$ cat src/sv/assert_macros.svh
// Assertion macros shared by the RTL of the road store.
// No dependencies; included by the modules that check themselves.
`ifndef ASSERT_MACROS_SVH
`define ASSERT_MACROS_SVH

// property must hold at every rising clock edge outside reset
`define GRRS_ASSERT(name, clk, rst, prop, msg) \
   name: assert property (@(posedge clk) disable iff (rst) (prop)) \
      else $error(msg);

// condition must never be seen outside reset
`define GRRS_ASSERT_NEVER(name, clk, rst, cond, msg) \
   name: assert property (@(posedge clk) disable iff (rst) !(cond)) \
      else $error(msg);

`endif

$ cat src/sv/grrs_pkg.sv
// Package for the road store: field widths, defaults, operation codes, FSM states.
// No dependencies.
package grrs_pkg;

   localparam int MAX_CITIES_DEF  = 16;
   localparam int LENGTH_BITS_DEF = 16;

   localparam int FUNC_BITS       = 2;
   localparam int CITY_BITS       = 4;
   localparam int ROAD_LEN_BITS   = 16;
   localparam int NODE_COUNT_BITS = 5;

   localparam logic [NODE_COUNT_BITS-1:0] NODE_COUNT_RESET = 5'd16;

   typedef enum logic [FUNC_BITS-1:0] {
      FUNC_ADD     = 2'd0,
      FUNC_REMOVE  = 2'd1,
      FUNC_PATH    = 2'd2,
      FUNC_CONNECT = 2'd3
   } func_type;

   typedef enum logic [2:0] {
      ST_IDLE,
      ST_RD,
      ST_WR_AB,
      ST_WR_BA,
      ST_WALK,
      ST_DONE
   } state_type;

endpackage

$ cat src/sv/graph_road_store_reachability_top.sv
// Road store with path and connectivity queries over a symmetric length matrix.
// Depends on grrs_pkg and assert_macros.svh.
//
// One request at a time; req_ready is high only while the block is idle. An add goes
// through states ST_WR_AB and ST_WR_BA, a remove through ST_RD first, to the result
// register. Path and connectivity queries walk the road-presence rows one row per
// cycle through a single OR/compare unit: each round scans all MAX_CITIES rows and the
// walk ends after the first round that reaches no new city. A path query with the same
// city twice, and a connectivity query with node_count of 0 or 1, answer true without a
// walk. The length memory needs no clearing pass after reset: presence bits, cleared by
// reset, gate it. The result waits in an output register until rsp_ready takes it.
module graph_road_store_reachability_top #(
   parameter int MAX_CITIES  = grrs_pkg::MAX_CITIES_DEF,
   parameter int LENGTH_BITS = grrs_pkg::LENGTH_BITS_DEF
) (
   input  logic                                 clock,
   input  logic                                 reset,
   input  logic                                 req_valid,
   output logic                                 req_ready,
   input  logic [grrs_pkg::FUNC_BITS-1:0]       req_func,
   input  logic [grrs_pkg::CITY_BITS-1:0]       req_city_a,
   input  logic [grrs_pkg::CITY_BITS-1:0]       req_city_b,
   input  logic [grrs_pkg::ROAD_LEN_BITS-1:0]   req_road_length,
   output logic                                 rsp_valid,
   input  logic                                 rsp_ready,
   output logic [grrs_pkg::ROAD_LEN_BITS-1:0]   rsp_removed_length,
   output logic                                 rsp_answer,
   input  logic                                 csr_wr_en,
   input  logic [grrs_pkg::NODE_COUNT_BITS-1:0] csr_wr_data
);

`include "assert_macros.svh"

   localparam int CW    = $clog2(MAX_CITIES);
   localparam int AW    = 2 * CW;
   localparam int DEPTH = 1 << AW;
   localparam logic [CW-1:0] LAST_CITY = CW'(MAX_CITIES - 1);

   // state
   grrs_pkg::state_type state_ff, state_in;

   logic [grrs_pkg::NODE_COUNT_BITS-1:0] node_count_ff;
   logic [MAX_CITIES-1:0]                rows_ff [MAX_CITIES];
   logic [LENGTH_BITS-1:0]               len_mem [DEPTH];

   logic [CW-1:0]          city_a_ff, city_a_in;
   logic [CW-1:0]          city_b_ff, city_b_in;
   logic [LENGTH_BITS-1:0] len_ff, len_in;
   logic                   is_path_ff, is_path_in;
   logic [MAX_CITIES-1:0]  seen_ff, seen_in;
   logic [MAX_CITIES-1:0]  allowed_ff, allowed_in;
   logic                   hit_ff, hit_in;
   logic                   changed_ff, changed_in;
   logic [CW-1:0]          x_ff, x_in;
   logic                   present_ff, present_in;
   logic [LENGTH_BITS-1:0] rd_data_ff;

   logic [grrs_pkg::ROAD_LEN_BITS-1:0] res_len_ff, res_len_in;
   logic                               res_ans_ff, res_ans_in;
   logic                               rsp_valid_ff, rsp_valid_in;
   logic [grrs_pkg::ROAD_LEN_BITS-1:0] rsp_len_ff, rsp_len_in;
   logic                               rsp_ans_ff, rsp_ans_in;

   // memory and row write controls
   logic          mem_we, mem_rd;
   logic [AW-1:0] mem_addr;
   logic          row_we, row_val;
   logic [CW-1:0] row_idx, row_bit;

   // walk datapath
   logic [CW-1:0]         rd_idx;
   logic [MAX_CITIES-1:0] row_rd;
   logic [MAX_CITIES-1:0] mask_now;
   logic [MAX_CITIES-1:0] add_bits;
   logic [CW-1:0]         req_a_idx, req_b_idx;
   logic                  req_in_range;

   assign req_ready          = (state_ff == grrs_pkg::ST_IDLE);
   assign rsp_valid          = rsp_valid_ff;
   assign rsp_removed_length = rsp_len_ff;
   assign rsp_answer         = rsp_ans_ff;

   assign req_a_idx    = CW'(req_city_a);
   assign req_b_idx    = CW'(req_city_b);
   assign req_in_range = (32'(req_city_a) < MAX_CITIES) && (32'(req_city_b) < MAX_CITIES);

   assign rd_idx = (state_ff == grrs_pkg::ST_WALK) ? x_ff : city_a_ff;
   assign row_rd = rows_ff[rd_idx];

   // cities allowed as walk intermediates: below node_count, saturated by the width
   always_comb begin
      for (int j = 0; j < MAX_CITIES; j++) begin
         mask_now[j] = (j < int'(node_count_ff));
      end
   end

   always_comb begin
      state_in     = state_ff;
      city_a_in    = city_a_ff;
      city_b_in    = city_b_ff;
      len_in       = len_ff;
      is_path_in   = is_path_ff;
      seen_in      = seen_ff;
      allowed_in   = allowed_ff;
      hit_in       = hit_ff;
      changed_in   = changed_ff;
      x_in         = x_ff;
      present_in   = present_ff;
      res_len_in   = res_len_ff;
      res_ans_in   = res_ans_ff;
      rsp_valid_in = rsp_valid_ff & ~rsp_ready;
      rsp_len_in   = rsp_len_ff;
      rsp_ans_in   = rsp_ans_ff;
      mem_we       = 1'b0;
      mem_rd       = 1'b0;
      mem_addr     = {city_a_ff, city_b_ff};
      row_we       = 1'b0;
      row_idx      = city_a_ff;
      row_bit      = city_b_ff;
      row_val      = (len_ff != '0);
      add_bits     = row_rd & allowed_ff;

      case (state_ff)
         grrs_pkg::ST_IDLE: begin
            if (req_valid) begin
               city_a_in  = req_a_idx;
               city_b_in  = req_b_idx;
               len_in     = LENGTH_BITS'(req_road_length);
               present_in = 1'b0;
               res_len_in = '0;
               res_ans_in = 1'b0;
               allowed_in = mask_now;
               x_in       = '0;
               changed_in = 1'b0;
               hit_in     = 1'b0;
               case (grrs_pkg::func_type'(req_func))
                  grrs_pkg::FUNC_CONNECT: begin
                     city_b_in  = '0;
                     is_path_in = 1'b0;
                     if (node_count_ff <= grrs_pkg::NODE_COUNT_BITS'(1)) begin
                        res_ans_in = 1'b1;
                        state_in   = grrs_pkg::ST_DONE;
                     end else begin
                        seen_in  = MAX_CITIES'(1);
                        state_in = grrs_pkg::ST_WALK;
                     end
                  end
                  grrs_pkg::FUNC_ADD: begin
                     state_in = req_in_range ? grrs_pkg::ST_WR_AB : grrs_pkg::ST_DONE;
                  end
                  grrs_pkg::FUNC_REMOVE: begin
                     len_in   = '0;
                     state_in = req_in_range ? grrs_pkg::ST_RD : grrs_pkg::ST_DONE;
                  end
                  default: begin
                     is_path_in = 1'b1;
                     if (!req_in_range) begin
                        state_in = grrs_pkg::ST_DONE;
                     end else if (req_city_a == req_city_b) begin
                        res_ans_in = 1'b1;
                        state_in   = grrs_pkg::ST_DONE;
                     end else begin
                        seen_in  = MAX_CITIES'(1) << req_a_idx;
                        state_in = grrs_pkg::ST_WALK;
                     end
                  end
               endcase
            end
         end
         grrs_pkg::ST_RD: begin
            mem_rd     = 1'b1;
            present_in = row_rd[city_b_ff];
            state_in   = grrs_pkg::ST_WR_AB;
         end
         grrs_pkg::ST_WR_AB: begin
            mem_we   = 1'b1;
            row_we   = 1'b1;
            state_in = grrs_pkg::ST_WR_BA;
         end
         grrs_pkg::ST_WR_BA: begin
            mem_we   = 1'b1;
            mem_addr = {city_b_ff, city_a_ff};
            row_we   = 1'b1;
            row_idx  = city_b_ff;
            row_bit  = city_a_ff;
            // presence gates the memory, so never-written entries read as zero
            res_len_in = present_ff ? grrs_pkg::ROAD_LEN_BITS'(rd_data_ff) : '0;
            state_in   = grrs_pkg::ST_DONE;
         end
         grrs_pkg::ST_WALK: begin
            if (seen_ff[x_ff]) begin
               seen_in    = seen_ff | add_bits;
               changed_in = changed_ff | ((add_bits & ~seen_ff) != '0);
               hit_in     = hit_ff | row_rd[city_b_ff];
            end
            x_in = x_ff + CW'(1);
            if (x_ff == LAST_CITY) begin
               x_in = '0;
               if (changed_in) begin
                  changed_in = 1'b0;
                  hit_in     = 1'b0;
               end else begin
                  // round with no growth: seen is closed and hit covers every seen row
                  res_ans_in = is_path_ff ? (seen_in[city_b_ff] | hit_in)
                                          : ((seen_in & allowed_ff) == allowed_ff);
                  state_in   = grrs_pkg::ST_DONE;
               end
            end
         end
         grrs_pkg::ST_DONE: begin
            if (!rsp_valid_ff || rsp_ready) begin
               rsp_valid_in = 1'b1;
               rsp_len_in   = res_len_ff;
               rsp_ans_in   = res_ans_ff;
               state_in     = grrs_pkg::ST_IDLE;
            end
         end
         default: begin
            state_in = grrs_pkg::ST_IDLE;
         end
      endcase
   end

   always_ff @(posedge clock) begin
      if (reset) begin
         state_ff      <= grrs_pkg::ST_IDLE;
         rsp_valid_ff  <= 1'b0;
         node_count_ff <= grrs_pkg::NODE_COUNT_RESET;
         rows_ff       <= '{default: '0};
      end else begin
         state_ff     <= state_in;
         rsp_valid_ff <= rsp_valid_in;
         if (csr_wr_en) begin
            node_count_ff <= csr_wr_data;
         end
         if (row_we) begin
            rows_ff[row_idx][row_bit] <= row_val;
         end
      end
   end

   always_ff @(posedge clock) begin
      city_a_ff  <= city_a_in;
      city_b_ff  <= city_b_in;
      len_ff     <= len_in;
      is_path_ff <= is_path_in;
      seen_ff    <= seen_in;
      allowed_ff <= allowed_in;
      hit_ff     <= hit_in;
      changed_ff <= changed_in;
      x_ff       <= x_in;
      present_ff <= present_in;
      res_len_ff <= res_len_in;
      res_ans_ff <= res_ans_in;
      rsp_len_ff <= rsp_len_in;
      rsp_ans_ff <= rsp_ans_in;
   end

   // length memory: one port, registered read
   always_ff @(posedge clock) begin
      if (mem_we) begin
         len_mem[mem_addr] <= len_ff;
      end
      if (mem_rd) begin
         rd_data_ff <= len_mem[mem_addr];
      end
   end

   // check terms
   logic req_fire, rows_sym, in_walk, in_done, seen_kept, rsp_rise;

   assign req_fire  = req_valid && req_ready && req_in_range;
   assign rows_sym  = (rows_ff[req_a_idx][req_b_idx] == rows_ff[req_b_idx][req_a_idx]);
   assign in_walk   = (state_ff == grrs_pkg::ST_WALK);
   assign in_done   = (state_ff == grrs_pkg::ST_DONE);
   assign seen_kept = ((seen_in & seen_ff) == seen_ff);
   assign rsp_rise  = rsp_valid_in && !rsp_valid_ff;

   `GRRS_ASSERT(a_rows_symmetric, clock, reset, req_fire |-> rows_sym, "rows not symmetric")
   `GRRS_ASSERT(a_seen_grows, clock, reset, in_walk |-> seen_kept, "walk dropped a reached city")
   `GRRS_ASSERT_NEVER(a_seen_nonempty, clock, reset, in_walk && (seen_ff == '0), "walk set empty")
   `GRRS_ASSERT(a_rsp_from_done, clock, reset, rsp_rise |-> in_done, "response not from done")

endmodule
$ cat config.mk
export PLATFORM = sky130hd
export DESIGN_NAME = graph_road_store_reachability_top
export DESIGN_NICKNAME = d
export VERILOG_FILES = /design/src/sv/grrs_pkg.sv /design/src/sv/graph_road_store_reachability_top.sv
export VERILOG_INCLUDE_DIRS = /design/src /design/src/sv
export SDC_FILE = /design/constraint.sdc
export NUM_CORES = 2
export LEC_CHECK = 0
export ABC_AREA = 1
export BUFFER_PORTS_ARGS = -buffer_cell sky130_fd_sc_hd__buf_2
export CAP_MARGIN = 20
export CORE_ASPECT_RATIO = 1.5
export CORE_MARGIN = 4
export CORE_UTILIZATION = 35
export CTS_CLUSTER_DIAMETER = 40
export DETAILED_ROUTE_END_ITERATION = 16
export SETUP_SLACK_MARGIN = 0.05
export SLEW_MARGIN = 20
export SYNTH_ARGS = -nofsm -noshare
export SYNTH_HDL_FRONTEND = slang
export SYNTH_SLANG_ARGS = --single-unit
export TNS_END_PERCENT = 30
$ cat constraint.sdc
create_clock -name clock -period 5.61 [get_ports clock]
set_input_delay 0.561 -clock clock [delete_from_list [all_inputs] [get_ports clock]]
set_output_delay 0.561 -clock clock [all_outputs]
set_load 0.005 [all_outputs]
* After elaboration in Yosys (flattened, before gate mapping) *
Memory sizes are Yosys's and may differ from the RTL's. A register that Yosys moved wholly into a read port is not among the register bits.
Index checks and enable logic that the tools add are counted.
W data, S select, Z words.

operators by class
  reduce and logical (&&, ||, !) cells = 22
  bitwise operators = 13
  equal/unequal tests = 17
  muxes and demuxes = 65
  order comparisons = 24
  shift operators = 1
  add/subtract/negate cells = 1

operator list
  kind                    count
  $bwmux W256             1
  $mux W16                10
  $pmux W16 S2            3
  $bmux W16 S4            1
  $demux W16 S4           1
  $and A16 B16 Y16        3
  $lt A4 B5 Y1 const A    8
  $reduce_bool A16 Y1     2
  $mux W1                 26
  $lt A3 B5 Y1 const A    4
  $mux W4                 5
  $pmux W3 S6             1
  $eq A16 B16 Y1          1
  $not A16 Y16            1
  $or A16 B16 Y16         1
  $shl A1 B4 Y16 const A  1
  $lt A4 B5 Y1 const B    3
  $bmux W1 S4             3
  $mux W3                 4
  $pmux W1 S2             6
  $ge A5 B5 Y1 const B    2
  $lt A1 B5 Y1 const A    2
  $lt A2 B5 Y1 const A    2
  $not A4 Y5              2
  other kinds (33)        50

storage, ports and cells
  flip-flop bits (word level) = 363
  bits in writable memories = 4096
  word-level logic and storage cells = 177
  memories = 1
  output and inout port bits = 19
  bits of input ports = 36

memories
  memory   depth  width  read ports  clocked after Yosys merged registers in  write ports  RTL line                                 text
  len_mem  256    16     1           1                                        1            graph_road_store_reachability_top.sv:44  logic [LENGTH_BITS-1:0] len_mem [DEPTH];

* Depth between registers and ports, before layout *
  depth after elaboration = 17
  depth in mapped cells = 22
  gate-level depth less buffers = 21

* Least setup slack after synthesis *
No wires, ideal clock.

  path type = reg2reg
  start = reg len_ff[13]
  end = reg rows_ff[112] in the netlist's numbering
  library setup time = 0.067 ns
  buffers on the path = 2
  stages on the path, launching flop included = 7
  required time = 5.543 ns
  slack = 0.993 ns
  data arrival time = 4.550 ns
  cell sequence = edfxtp_1 -> nor4_1 -> nand4_1 -> clkbuf_1 -> clkbuf_1 -> nor3_1 -> nor2_1

between the ends
  cells in the longest elaborated chain, start to end = 2

ends and longest elaborated chain
  element                        RTL line                                  text
  start, declared                graph_road_store_reachability_top.sv:48   logic [LENGTH_BITS-1:0] len_ff, len_in;
  start signal, assigned         graph_road_store_reachability_top.sv:245  len_ff <= len_in;
  $reduce_bool A16 Y1            graph_road_store_reachability_top.sv:120  row_val = (len_ff != '0);
  $bwmux W256                    graph_road_store_reachability_top.sv:237  rows_ff[row_idx][row_bit] <= row_val;
  end signal, assigned by index  graph_road_store_reachability_top.sv:237
  end, declared                  graph_road_store_reachability_top.sv:43   logic [MAX_CITIES-1:0] rows_ff [MAX_CITIES];

Every way passes these cells.
A chain may end at the register's enable or synchronous reset.

* Worst setup path after layout *
  start = reg state_ff[1]
  end = reg rd_data_ff[3] (read register of len_mem) (data pin)

between the ends
  cells in the longest elaborated chain, start to end = 2
  elaborated cells on any way between the ends = 4

ends and longest elaborated chain
  element                                              RTL line                                  text
  start, declared                                      graph_road_store_reachability_top.sv:40   grrs_pkg::state_type state_ff, state_in;
  start signal, assigned                               graph_road_store_reachability_top.sv:226  state_ff <= grrs_pkg::ST_IDLE;
  start signal, assigned                               graph_road_store_reachability_top.sv:231  state_ff <= state_in;
  $eq A3 B2 Y1 / $eq A3 B1 Y1 (equally long branches)  graph_road_store_reachability_top.sv:123  case (state_ff)
  $mux W8 / $mux W1 (equally long branches)            graph_road_store_reachability_top.sv:123
  end, declared                                        graph_road_store_reachability_top.sv:56   logic [LENGTH_BITS-1:0] rd_data_ff;

Parallel ways exist; a longest one is shown, timed or not.

==> results_dict.tcl <==
set metrics [dict create \
    pwr_density_cell_nw_per_um2 458 \
    reg2reg_setup_slack_ns -0.05 \
    yosys-top-cells-area "edfxtp_1 72%, nand3_1 8.5%, a22oi_1 4.6%" \
    die_area_um2 510000 \
    p_leak_nw 64.1 \
    grt_util_all_layers 0.237 \
    setup_slack_ns -0.0507 \
    synthTopCellsByCount "4210 x edfxtp_1, 2952 x nand3_1, 1063 x a22oi_1" \
    routed_wl_um 626000 \
    vdd_drop_max_mv 0.424 \
    synth_top_family_by_area "simple AND/OR/NAND/NOR gates" \
    critPathMaxFanout 57 \
    ys_warn_count 0 \
    grt_pass1_vias 112811 \
    fill_cells 45522 \
    fin_nets 13122 \
    synthArstFlopShare 0 \
    coreArea_um2 497000 \
    synth.net_count 12932 \
    drtAntennaViolNets 0 \
    cts.sinks 4475 \
    synth_xor_area_frac 0.000201 \
    clockBufferDepth 4 \
    die-width_um 585 \
    syn-cell-area_um2 175000 \
    drc_errors 0 \
    setup.worst_path.start "state_ff[1]" \
    worstReg2RegStart "state_ff[1]" \
    area_growth_pct 14.9 \
    fmax_mhz 177 \
    synth_top_area_share 0.724 \
    path_buf_inv 4 \
    antenna_found_initial 44 \
    finalSetupViolations 1 \
    final_area_um2 201000 \
    htree_num_levels 5 \
    multi_input_area_um2 38900 \
    synthSimpleGateAreaFrac 0.138 \
    grt_pass1_wl_um 874000 \
    crit_top_cell "buf_4" \
    drv_slew 0 \
    finalPower_mw 91.9 \
    status "finished with violations" \
    hold_path.class "in2reg" \
    skew_ns 0.0941 \
    die_h_um 873 \
    rsz0062_at_grt "no" \
    dpl.hpwl_um 386000 \
    io_buffers 54 \
    grt_max_degree 163 \
    crit_cells 13 \
    tns_ns -0.0507 \
    period_share 1.01 \
    cp_data_arrival_time_ns 6.33 \
    reg2reg_depth 13 \
    worstSetupEndpointType "flip-flop" \
    endpoint "rd_data_ff[3]" \
    crit_chain "nand3_4 -> buf_4 -> nand2_1 -> o21ai_2 -> inv_2 -> nor2_4 -> inv_8 -> buf_4 -> a31oi_1 -> o31ai_2 -> o21ai_0 -> o21ai_1 -> nand3_1" \
    hold_viol 0 \
    syn-instance-count 12895 \
    critical_path_class "reg2reg" \
    cp-start-kind "flip-flop" \
    cts-buffers-inserted 424 \
    synthAdderAreaFrac 0.0000717 \
    rows 317 \
    synth_most_common_cell "edfxtp_1" \
    crit_required_ns 6.28 \
    violations "negative setup slack" \
    ys.flop_type "edfxtp_1" \
    worst_pin_slew_ns 1.38 \
    start_util 0.351 \
    drt_iter0_markers 14743 \
    vias_per_cell 5.90 \
    r2r-end "rd_data_ff[3]" \
    critPathSlowestCell "o31ai_2" \
    post_cts_buffers 0 \
    regArea_um2 132000 \
    hold_depth 3 \
    period_minus_slack_ns 5.66 \
    cts-root-buf "clkbuf_16" \
    muxShareOfSynthArea 0 \
    max_cap_viol_count 0 \
    yosysTopAreaCell "edfxtp_1" \
    ys_types 53 \
    grt_overflow_total 0 \
    vias 118022 \
    drive_gt1_frac 0.129 \
    dpl_cell_area_um2 186000 \
    critPathTopFamily "compound AO/OA/AOI/OAI gates" \
    io_pins 55 \
    gp_congestion 0.984 \
    slew_headroom 0.0813 \
    firstDrtPassIters 7 \
    wl_per_cell_um 31.3 \
    clock_latency_ns 1.02 \
    synth-compound-area-share 0.0792 \
    clkTransAtPathRegs_ns 0.07 \
    cpPeakStageDelay_ns 1.02 \
    ys_seq_elements 4475 \
    synth_edf_count 4210 \
    seq_area_frac_synth 0.755 \
    avgSynthCellArea_um2 13.5 \
    cts_tree "done" \
]
## worst min-delay path by stage
stage,start,endpoint
floorplan,res_ans_ff,rsp_answer
global placement,res_len_ff[7],rsp_removed_length[7]
detailed placement,res_len_ff[7],rsp_removed_length[7]
CTS,csr_wr_data[2],node_count_ff[2]
global route,csr_wr_data[3],node_count_ff[3]
finish,csr_wr_data[3],node_count_ff[3]
## metrics by stage
| step | hold WS [ns] | util | cells | setup WS (ns) |
|---|---|---|---|---|
| floorplan | 0.400 | - | 12895 | 0.993 |
| global placement | 0.419 | 0.375 | 19161 | -0.264 |
| detailed placement | 0.410 | 0.375 | 19165 | 0.117 |
| CTS | 0.00361 | 0.403 | 19976 | 0.0840 |
| global route | 0.0446 | 0.404 | 19989 | 0.0718 |
| finish | 0.0832 | 0.404 | 20000 | -0.0507 |
## final cells by class
| class | count | area share |
|---|---|---|
| antenna | 21 | 0.000262 |
| timing repair buffer | 783 | 0.0364 |
| tap | 6539 | 0.0408 |
| multi-input combinational | 7222 | 0.194 |
| sequential | 4475 | 0.657 |
| clock inverter | 252 | 0.0126 |
| clock buffer | 529 | 0.0559 |
| inverter | 179 | 0.00358 |
## power breakdown
group	switching (mW)	leakage, nW	internal [mW]
logic	18.6	17.3	5.41
registers	0.309	40.1	38.7
clock network	13.0	6.69	15.9
## worst min-delay path: cells and delay by family
| family | cells | cell delay [ns] |
|---|---|---|
| AO/OA/AOI/OAI | 2 | 0.25 |
| buffers and inverters | 1 | 0.21 |
## sequential cells by signal, indices dropped and copies added, names as in the netlist, 3 cells and up
register	count
rsp_removed_length	16
res_len_ff	16
allowed_ff	16
node_count_ff	5
rows_ff	256
city_a_ff	4
len_ff	16
state_ff	3
seen_ff	16
rd_data_ff	16
city_b_ff	4
x_ff	4
len_mem	4096
## layer usage
metal / share of wire / vias up / GRT usage
met2: 0.49 / 6242 / 0.393
li1: - / 50074 / -
met4: 0.085 / 14 / 0.172
met1: 0.35 / 60207 / 0.277
met5: 0.00014 / - / 0
met3: 0.080 / 1485 / 0.0403
## kinds of logic after synthesis
logic type / after synthesis
fa+ha+maj: 1
buf+inv: 1198
simple gates: 5182
compound gates: 2035
flops: 4475
xor+xnor: 4
## cell usage in the layout, fill, tap and decap left out, drive strengths merged, types with 35 or more instances in the layout
cell type	count
edfxtp	4210
nand3	2955
a22oi	1063
nand2	1034
buf	753
nor2	691
clkbuf	529
a31oi	455
o21ai	317
nor3	270
dfxtp	265
inv	206
clkinv	168
nand4	145
o31ai	83
a21oi	60
nor4	44
bufinv	35
## timing repair
action,in CTS,in global routing
gates resized for setup,0,1
hold buffers,30,0
endpoints found under the hold margin,28,0
setup endpoints to repair,0,1
Power figures use the tool's default switching activity.
